<file path="src/rtl/ahd_pkg.sv">
// ----------------------------------------------------------------------------
// ahd_pkg: shared types and constants for the attack/hold/decay tint envelope
// Envelope stage codes and the fixed width of the frame-count fields.
// ----------------------------------------------------------------------------
package ahd_pkg;

    // attack, decay and hold frame counts arrive as 16-bit fields
    localparam int LEN_W = 16;

    typedef enum logic [1:0] {
        STAGE_IDLE   = 2'd0,
        STAGE_ATTACK = 2'd1,
        STAGE_DECAY  = 2'd2,
        STAGE_HOLD   = 2'd3
    } stage_t;

endpackage

</file>
<file path="src/rtl/ahd_div.sv">
// ----------------------------------------------------------------------------
// ahd_div: iterative unsigned divider
// Restoring division, one quotient bit per cycle.
// done pulses for one cycle; quo holds until the next start.
// ----------------------------------------------------------------------------
module ahd_div #(
    parameter int NUM_W = 18,
    parameter int DEN_W = 16
) (
    input  logic             aclk,
    input  logic             aresetn,
    input  logic             start,
    input  logic [NUM_W-1:0] num,
    input  logic [DEN_W-1:0] den,
    output logic             done,
    output logic [NUM_W-1:0] quo
);

    localparam int CNT_W = $clog2(NUM_W + 1);

    logic [NUM_W-1:0] num_reg;
    logic [DEN_W-1:0] den_reg;
    logic [DEN_W-1:0] rem_reg;
    logic [CNT_W-1:0] cnt_reg;
    logic             busy_reg;
    logic             done_reg;

    logic [DEN_W:0]   trial;
    logic [DEN_W:0]   diff;
    logic             ge;

    assign trial = {rem_reg, num_reg[NUM_W-1]};
    assign diff  = trial - {1'b0, den_reg};
    assign ge    = (trial >= {1'b0, den_reg});

    always_ff @(posedge aclk) begin
        if (!aresetn) begin
            busy_reg <= 1'b0;
            done_reg <= 1'b0;
            cnt_reg  <= '0;
        end else begin
            done_reg <= 1'b0;
            if (start) begin
                num_reg  <= num;
                den_reg  <= den;
                rem_reg  <= '0;
                cnt_reg  <= CNT_W'(NUM_W);
                busy_reg <= 1'b1;
            end else if (busy_reg) begin
                rem_reg <= ge ? diff[DEN_W-1:0] : trial[DEN_W-1:0];
                // quotient bits shift in where numerator bits shift out
                num_reg <= {num_reg[NUM_W-2:0], ge};
                cnt_reg <= cnt_reg - CNT_W'(1);
                if (cnt_reg == CNT_W'(1)) begin
                    busy_reg <= 1'b0;
                    done_reg <= 1'b1;
                end
            end
        end
    end

    assign done = done_reg;
    assign quo  = num_reg;

endmodule

</file>
<file path="src/rtl/ahd_sqacc.sv">
// ----------------------------------------------------------------------------
// ahd_sqacc: squared-magnitude accumulator
// One squarer, reused for the three operands in turn; sum is the sum of the
// three squared magnitudes.
// ----------------------------------------------------------------------------
module ahd_sqacc #(
    parameter int OP_W = 19
) (
    input  logic                   aclk,
    input  logic                   aresetn,
    input  logic                   start,
    input  logic signed [OP_W-1:0] op [3],
    output logic                   done,
    output logic [2*OP_W-1:0]      sum
);

    localparam int MAG_W = OP_W - 1;
    localparam int SUM_W = 2 * OP_W;

    logic [1:0]         k_reg;
    logic               busy_reg;
    logic               done_reg;
    logic [2*MAG_W-1:0] prod_reg;
    logic [SUM_W-1:0]   acc_reg;

    logic signed [OP_W-1:0] cur;
    logic        [OP_W-1:0] mag_full;
    logic        [MAG_W-1:0] mag;

    always_comb begin
        case (k_reg)
            2'd0:    cur = op[0];
            2'd1:    cur = op[1];
            default: cur = op[2];
        endcase
    end

    // operands never reach -2^(OP_W-1), so the magnitude fits MAG_W bits
    assign mag_full = cur[OP_W-1] ? OP_W'(-cur) : OP_W'(cur);
    assign mag      = mag_full[MAG_W-1:0];

    always_ff @(posedge aclk) begin
        if (!aresetn) begin
            busy_reg <= 1'b0;
            done_reg <= 1'b0;
            k_reg    <= '0;
        end else begin
            done_reg <= 1'b0;
            if (start) begin
                busy_reg <= 1'b1;
                k_reg    <= '0;
                acc_reg  <= '0;
            end else if (busy_reg) begin
                if (k_reg != 2'd3) begin
                    prod_reg <= mag * mag;
                end
                if (k_reg != 2'd0) begin
                    acc_reg <= acc_reg + SUM_W'(prod_reg);
                end
                if (k_reg == 2'd3) begin
                    busy_reg <= 1'b0;
                    done_reg <= 1'b1;
                end
                k_reg <= k_reg + 2'd1;
            end
        end
    end

    assign done = done_reg;
    assign sum  = acc_reg;

endmodule

</file>
<file path="src/rtl/rgb_attack_hold_decay_envelope_core.sv">
// ----------------------------------------------------------------------------
// rgb_attack_hold_decay_envelope_core: RGB tint envelope
// Attack/hold/decay tint ramp; play words load a peak and frame counts,
// tick words advance one frame. One shared divider and one shared squarer.
// ----------------------------------------------------------------------------
// Play word: six passes through the bit-serial divider plus one squarer pass.
// Tick word: no squarer pass in idle or hold, two squarer passes in attack or
//   decay. One word at a time; s_ready returns as the result goes valid.
// Reset (aresetn low, synchronous) zeroes the tint and envelope state,
//   stage idle; no clearing pass.
module rgb_attack_hold_decay_envelope_core #(
    parameter int FRAC_BITS  = 16,
    parameter int FRAME_BITS = 16
) (
    input  logic                        aclk,
    input  logic                        aresetn,

    input  logic                        s_valid,
    output logic                        s_ready,
    input  logic                        s_mode,
    input  logic [FRAC_BITS:0]          s_peak_red,
    input  logic [FRAC_BITS:0]          s_peak_green,
    input  logic [FRAC_BITS:0]          s_peak_blue,
    input  logic [ahd_pkg::LEN_W-1:0]   s_attack_length,
    input  logic [ahd_pkg::LEN_W-1:0]   s_decay_length,
    input  logic [ahd_pkg::LEN_W-1:0]   s_hold_length,

    output logic                        m_valid,
    input  logic                        m_ready,
    output logic signed [FRAC_BITS+1:0] m_tint_red,
    output logic signed [FRAC_BITS+1:0] m_tint_green,
    output logic signed [FRAC_BITS+1:0] m_tint_blue,
    output logic                        m_tinted,
    output logic [1:0]                  m_stage
);

    localparam int LEN_W  = ahd_pkg::LEN_W;
    localparam int TINT_W = FRAC_BITS + 2;
    localparam int PEAK_W = FRAC_BITS + 1;
    localparam int DIFF_W = TINT_W + 1;
    localparam int SUM_W  = 2 * DIFF_W;
    localparam int EPS    = ((1 << FRAC_BITS) + 500) / 1000;
    localparam logic [SUM_W-1:0] EPS2 = SUM_W'(EPS * EPS);
    localparam logic signed [TINT_W-1:0] TINT_MAX = {1'b0, {(TINT_W-1){1'b1}}};
    localparam logic signed [TINT_W-1:0] TINT_MIN = {1'b1, {(TINT_W-1){1'b0}}};

    typedef enum logic [2:0] {
        S_IDLE,
        S_DIV_GO,
        S_DIV_WAIT,
        S_SQ_GO,
        S_SQ_WAIT,
        S_DONE
    } fsm_t;

    typedef enum logic [1:0] {
        SEL_DIST,
        SEL_ASTEP,
        SEL_TINT,
        SEL_DSTEP
    } sel_t;

    fsm_t                     state_reg;
    sel_t                     sel_reg;
    ahd_pkg::stage_t          stage_reg;
    logic                     active_reg;
    logic                     play_reg;
    logic                     second_reg;
    logic [2:0]               div_idx_reg;
    logic [LEN_W-1:0]         alen_reg;
    logic [LEN_W-1:0]         dlen_reg;
    logic [FRAME_BITS-1:0]    hold_reg;
    logic [SUM_W-1:0]         sum_a_reg;
    logic signed [TINT_W-1:0] tint_reg  [3];
    logic        [PEAK_W-1:0] peak_reg  [3];
    logic signed [TINT_W-1:0] astep_reg [3];
    logic signed [TINT_W-1:0] dstep_reg [3];

    logic                     m_valid_reg;
    logic signed [TINT_W-1:0] m_tint_reg [3];
    logic                     m_tinted_reg;
    logic [1:0]               m_stage_reg;

    // combinational helpers
    logic signed [DIFF_W-1:0] diff      [3];
    logic signed [DIFF_W-1:0] sq_op     [3];
    logic signed [TINT_W-1:0] add_step  [3];
    logic signed [DIFF_W-1:0] add_sum   [3];
    logic signed [TINT_W-1:0] tint_step [3];
    logic [LEN_W+FRAME_BITS-1:0] hold_wide;
    logic [FRAME_BITS-1:0]    hold_in;
    logic [1:0]               div_ch;
    logic [DIFF_W-1:0]        diff_mag;
    logic [TINT_W-1:0]        div_num;
    logic                     div_neg;
    logic [LEN_W-1:0]         div_den;
    logic                     div_start;
    logic                     div_done;
    logic [TINT_W-1:0]        div_quo;
    logic [TINT_W-1:0]        quo_neg;
    logic signed [TINT_W-1:0] step_sat;
    logic                     sq_start;
    logic                     sq_done;
    logic [SUM_W-1:0]         sq_sum;
    logic                     advance;
    logic                     accept;
    logic                     out_free;

    assign accept   = s_valid && s_ready;
    assign out_free = !m_valid_reg || m_ready;

    assign hold_wide = {{FRAME_BITS{1'b0}}, s_hold_length};
    assign hold_in   = hold_wide[FRAME_BITS-1:0];

    always_comb begin
        for (int i = 0; i < 3; i++) begin
            diff[i]     = $signed({2'b00, peak_reg[i]}) - DIFF_W'(tint_reg[i]);
            add_step[i] = (stage_reg == ahd_pkg::STAGE_DECAY) ? dstep_reg[i] : astep_reg[i];
            add_sum[i]  = DIFF_W'(tint_reg[i]) + DIFF_W'(add_step[i]);
            if (add_sum[i][DIFF_W-1] != add_sum[i][TINT_W-1]) begin
                tint_step[i] = add_sum[i][DIFF_W-1] ? TINT_MIN : TINT_MAX;
            end else begin
                tint_step[i] = add_sum[i][TINT_W-1:0];
            end
            case (sel_reg)
                SEL_DIST:  sq_op[i] = diff[i];
                SEL_ASTEP: sq_op[i] = DIFF_W'(astep_reg[i]);
                SEL_TINT:  sq_op[i] = DIFF_W'(tint_reg[i]);
                default:   sq_op[i] = DIFF_W'(dstep_reg[i]);
            endcase
        end
    end

    // divide order: attack steps red..blue, then decay steps red..blue
    assign div_ch = (div_idx_reg < 3'd3) ? div_idx_reg[1:0] : 2'(div_idx_reg - 3'd3);

    always_comb begin
        diff_mag = diff[div_ch][DIFF_W-1] ? DIFF_W'(-diff[div_ch]) : DIFF_W'(diff[div_ch]);
        if (div_idx_reg < 3'd3) begin
            div_num = diff_mag[TINT_W-1:0];
            div_neg = diff[div_ch][DIFF_W-1];
            div_den = alen_reg;
        end else begin
            div_num = TINT_W'(peak_reg[div_ch]);
            div_neg = 1'b1;
            div_den = dlen_reg;
        end
    end

    // truncating divide on magnitudes, then sign and saturate
    assign quo_neg = TINT_W'(-div_quo);
    always_comb begin
        if (div_neg) begin
            step_sat = (div_quo[TINT_W-1] && (|div_quo[TINT_W-2:0])) ? TINT_MIN
                                                                     : $signed(quo_neg);
        end else begin
            step_sat = div_quo[TINT_W-1] ? TINT_MAX : $signed(div_quo);
        end
    end

    assign div_start = (state_reg == S_DIV_GO);
    assign sq_start  = (state_reg == S_SQ_GO);
    assign advance   = (sum_a_reg >= sq_sum) && (sum_a_reg > EPS2);

    ahd_div #(
        .NUM_W (TINT_W),
        .DEN_W (LEN_W)
    ) u_div (
        .aclk    (aclk),
        .aresetn (aresetn),
        .start   (div_start),
        .num     (div_num),
        .den     (div_den),
        .done    (div_done),
        .quo     (div_quo)
    );

    ahd_sqacc #(
        .OP_W (DIFF_W)
    ) u_sqacc (
        .aclk    (aclk),
        .aresetn (aresetn),
        .start   (sq_start),
        .op      (sq_op),
        .done    (sq_done),
        .sum     (sq_sum)
    );

    always_ff @(posedge aclk) begin
        if (!aresetn) begin
            state_reg   <= S_IDLE;
            sel_reg     <= SEL_DIST;
            stage_reg   <= ahd_pkg::STAGE_IDLE;
            active_reg  <= 1'b0;
            play_reg    <= 1'b0;
            second_reg  <= 1'b0;
            div_idx_reg <= '0;
            hold_reg    <= '0;
            m_valid_reg <= 1'b0;
            for (int i = 0; i < 3; i++) begin
                tint_reg[i]  <= '0;
                peak_reg[i]  <= '0;
                astep_reg[i] <= '0;
                dstep_reg[i] <= '0;
            end
        end else begin
            if (m_valid_reg && m_ready && state_reg != S_DONE) begin
                m_valid_reg <= 1'b0;
            end
            unique case (state_reg)
                S_IDLE: begin
                    if (accept) begin
                        play_reg   <= s_mode;
                        second_reg <= 1'b0;
                        if (s_mode) begin
                            peak_reg[0] <= s_peak_red;
                            peak_reg[1] <= s_peak_green;
                            peak_reg[2] <= s_peak_blue;
                            alen_reg    <= (s_attack_length == '0) ? LEN_W'(1) : s_attack_length;
                            dlen_reg    <= (s_decay_length == '0) ? LEN_W'(1) : s_decay_length;
                            hold_reg    <= hold_in;
                            div_idx_reg <= '0;
                            state_reg   <= S_DIV_GO;
                        end else begin
                            unique case (stage_reg)
                                ahd_pkg::STAGE_IDLE: begin
                                    for (int i = 0; i < 3; i++) tint_reg[i] <= '0;
                                    active_reg <= 1'b0;
                                    state_reg  <= S_DONE;
                                end
                                ahd_pkg::STAGE_HOLD: begin
                                    if (hold_reg != '0) begin
                                        hold_reg <= hold_reg - FRAME_BITS'(1);
                                    end else begin
                                        stage_reg <= ahd_pkg::STAGE_DECAY;
                                    end
                                    state_reg <= S_DONE;
                                end
                                ahd_pkg::STAGE_ATTACK: begin
                                    sel_reg   <= SEL_DIST;
                                    state_reg <= S_SQ_GO;
                                end
                                default: begin
                                    sel_reg   <= SEL_TINT;
                                    state_reg <= S_SQ_GO;
                                end
                            endcase
                        end
                    end
                end
                S_DIV_GO: begin
                    state_reg <= S_DIV_WAIT;
                end
                S_DIV_WAIT: begin
                    if (div_done) begin
                        if (div_idx_reg < 3'd3) begin
                            astep_reg[div_ch] <= step_sat;
                        end else begin
                            dstep_reg[div_ch] <= step_sat;
                        end
                        if (div_idx_reg == 3'd5) begin
                            sel_reg   <= SEL_DIST;
                            state_reg <= S_SQ_GO;
                        end else begin
                            div_idx_reg <= div_idx_reg + 3'd1;
                            state_reg   <= S_DIV_GO;
                        end
                    end
                end
                S_SQ_GO: begin
                    state_reg <= S_SQ_WAIT;
                end
                S_SQ_WAIT: begin
                    if (sq_done) begin
                        if (play_reg) begin
                            // already at the peak: go straight to hold, else start the attack
                            stage_reg  <= (sq_sum <= EPS2) ? ahd_pkg::STAGE_HOLD
                                                           : ahd_pkg::STAGE_ATTACK;
                            active_reg <= 1'b1;
                            state_reg  <= S_DONE;
                        end else if (!second_reg) begin
                            sum_a_reg  <= sq_sum;
                            second_reg <= 1'b1;
                            sel_reg    <= (stage_reg == ahd_pkg::STAGE_ATTACK) ? SEL_ASTEP
                                                                               : SEL_DSTEP;
                            state_reg  <= S_SQ_GO;
                        end else begin
                            if (advance) begin
                                for (int i = 0; i < 3; i++) tint_reg[i] <= tint_step[i];
                                active_reg <= 1'b1;
                            end else if (stage_reg == ahd_pkg::STAGE_ATTACK) begin
                                stage_reg <= (hold_reg != '0) ? ahd_pkg::STAGE_HOLD
                                                              : ahd_pkg::STAGE_DECAY;
                            end else begin
                                stage_reg  <= ahd_pkg::STAGE_IDLE;
                                active_reg <= 1'b0;
                            end
                            state_reg <= S_DONE;
                        end
                    end
                end
                S_DONE: begin
                    // result payload, loaded with the committed envelope state
                    if (out_free) begin
                        m_valid_reg  <= 1'b1;
                        for (int i = 0; i < 3; i++) m_tint_reg[i] <= tint_reg[i];
                        m_tinted_reg <= active_reg;
                        m_stage_reg  <= stage_reg;
                        state_reg    <= S_IDLE;
                    end
                end
                default: begin
                    state_reg <= S_IDLE;
                end
            endcase
        end
    end

    assign s_ready      = (state_reg == S_IDLE);
    assign m_valid      = m_valid_reg;
    assign m_tint_red   = m_tint_reg[0];
    assign m_tint_green = m_tint_reg[1];
    assign m_tint_blue  = m_tint_reg[2];
    assign m_tinted     = m_tinted_reg;
    assign m_stage      = m_stage_reg;

endmodule

</file>
<file path="config.mk">
export PLATFORM = sky130hd
export DESIGN_NAME = rgb_attack_hold_decay_envelope_core
export DESIGN_NICKNAME = d
export VERILOG_FILES = /design/src/rtl/ahd_pkg.sv /design/src/rtl/ahd_div.sv /design/src/rtl/ahd_sqacc.sv /design/src/rtl/rgb_attack_hold_decay_envelope_core.sv
export SDC_FILE = /design/constraint.sdc
export NUM_CORES = 2
export LEC_CHECK = 0
export ABC_AREA = 1
export BUFFER_PORTS_ARGS = -buffer_cell sky130_fd_sc_hd__buf_4
export CAP_MARGIN = 40
export CORE_AREA = 3 3 351 353
export DETAILED_ROUTE_END_ITERATION = 10
export DIE_AREA = 0 0 354 356
export GPL_TIMING_DRIVEN = 1
export PLACE_DENSITY_LB_ADDON = 0.25
export SYNTH_ARGS = -nofsm -noshare
export SYNTH_HDL_FRONTEND = slang
export SYNTH_SLANG_ARGS = --single-unit
</file>
<file path="constraint.sdc">
create_clock -name aclk -period 23.1 [get_ports aclk]
set_input_delay 4.62 -clock aclk [delete_from_list [all_inputs] [get_ports aclk]]
set_output_delay 4.62 -clock aclk [all_outputs]
set_load 0.05 [all_outputs]
</file>
==> metrics <==
Post-Syn Area roughly 0.042 mm2; post-cts sizing count 0; CTS buffer count between 60 and 70; Critical Setup Path Class register to register; Die Y-Extent roughly 360 um; fraction of layout cells with a size suffix above 1 0.08469; Post-Syn Nets 5,828; wire per inst 20.52 um; reg-to-reg critical path startpoint sel_reg[0]$_SDFFE_PN0P_; drc violations 0; Ys Warns 0; max_cap viols 0; antenna violations before repair 2; CTS tree yes; DPL Wire Length ~110,000 um; total track usage 0.2233; drt first-iter violations 3,229; Final TNS setup 0 ns; Main synth FF type edfxtp_1; Root Buffer clkbuf_16; crit path max fanout 37; Final Max Slew Viols 0; Fin. Hold Viols 0; Setup crit start sel_reg[0]$_SDFFE_PN0P_; CTS Hold Bufs 0; cell repeated most along the worst path nand2_1; Arr. time, crit path approximately 11 ns; clk_skew approximately 0.042 ns; crit path time final about 11 ns; Num Clock Sinks 504; Hold WC Path Type register to register; CP max-delay cell clkinv_1; Max Fclk about 94 MHz; P&R area growth vs syn 12.78%; wire length of the first global-routing pass roughly 210,000 um; ant diodes 0; WP data required 23.49 ns; Yosys top cell area share 0.3300; Final nets 5,963; post-synthesis async set-or-reset flop share 0; site row count 127; HP Start active_reg$_SDFFE_PN0P_; post-route clock period utilization 0.4607; CP max stage delay ~0.6 ns; worst skew pair latency about 0.66 ns; vias per cell between 5 and 6; die area roughly 0.13 mm2; CP endpoint kind register; CP Launch Type register; Setup Fix Bufs, Post-CTS 0; Yosys cell types 67; Chip Width around 350 um; vias in the first global route 34,730; Worst-Margin Slew 0.9502 ns; Vias 35,950; DRT antenna net count 0; Avg Cell Area, Syn slightly above 8 um2; commonest non-fill, non-tap cell in the layout nand2_1; cell taking the most area after synthesis edfxtp_1; Clock Path Buffers 3; WL final roughly 140,000 um; EDFF count, synth approximately 460; register area share after synthesis 0.3495; synth top area cells edfxtp_1 33%, fa_1 11%, ha_1 9.6%, nand2_1 9.2%, inv_1 7.8%; RSZ-0062 raised after global routing false; max_slew headroom 0.3645; Syn Inst Count ~5,200; Initial Util 0.3507; H-tree level count 3; commonest non-fill, non-tap cells in the layout 1,035 x nand2_1, 877 x inv_1, 593 x nor2_1, 463 x edfxtp_1, 342 x a21oi_1; Yosys reg bits 504; global route overflow 0; First-pass DRT Iterations 5; pin count of the biggest net entering global routing 75; clock-pin slew on the worst setup and hold paths roughly 0.06 ns; setup violators final 0; status completed; port bufs roughly 160; Core ar. 0.1201 mm2; IO Pins ~160; routability cong. 0.9648
-- synthesized netlist by cell type (27+ instances only) --
master    count
edfxtp_1    463
nand4_1      63
xor2_1       61
nand2_1    1036
nor3_1       50
a21oi_1     344
buf_2        33
fa_1        226
nor2_1      596
a31oi_1      27
o21ai_0     286
ha_1        323
dfxtp_1      41
xnor2_1      45
clkbuf_1     93
inv_1       877
nand3_1     264
-- metrics by stage --
| step | worst slack (ns) | cells | hold slack [ns] | cell area [um2] | util |
|---|---|---|---|---|---|
| finish | 12.46 | 6973 | 0.4493 | 47520 | 0.3955 |
| global route | 11.88 | 6973 | 0.4810 | 47520 | 0.3955 |
| CTS | 12.62 | 6973 | 0.4559 | 47520 | 0.3955 |
| detailed placement | 12.68 | 6854 | 0.4416 | 45290 | 0.3770 |
| global placement | 12.80 | 6833 | 0.4275 | 45020 | 0.3748 |
| floorplan | 13.97 | 5175 | 0.4086 | 42130 | - |
-- metal layers --
metal	vias to the layer above	GRT usage	wire, um
met5	-	0	0
met4	0	0.06007	3732
met3	161	0.03291	10180
met2	1190	0.3371	60510
met1	17350	0.3321	68640
li1	17250	-	-
-- path summary, 6_finish.rpt --
check / endpoint / slack [ns] / cells after the start
max: u_sqacc.prod_reg[35]$_DFFE_PP_ / 12.46 / 42
min: m_tinted$_DFFE_PP_ / 0.45 / 0
max reg2reg: u_sqacc.prod_reg[35]$_DFFE_PP_ / 12.46 / 42
min reg2reg: m_tinted$_DFFE_PP_ / 0.45 / 0
-- kinds of logic (layout without fill, tap and decap cells) --
logic type      after synthesis  count (layout)  synth area share
compound gates              808             808            0.1073
simple gates               2131            2131            0.2126
mux                          26              26          0.006949
flops                       504             504            0.3495
buf+inv                    1049            1235           0.09726
xor+xnor                    108             108           0.02308
fa+ha+maj                   549             549            0.2033
-- layout make-up --
class | count | area (um2)
multi-input combinational | 3622 | 23440
timing repair buffer | 215 | 1729
clock inverter | 42 | 488.0
clock buffer | 77 | 1734
inverter | 901 | 3387
fill | 12490 | 72610
tap | 1612 | 2017
sequential | 504 | 14720
-- critical path, delay by kind of cell (launching register included) --
kind | cells | cell delay, ns
simple gates | 18 | 2.62
buf+inv | 9 | 2.04
fa+ha+maj | 8 | 3.93
compound gates | 6 | 1.20
flops | 1 | 0.31
xor+xnor | 1 | 0.21
Power is not shown: default switching activity piles up to over one toggle a cycle in this logic, so the estimate is an artifact.
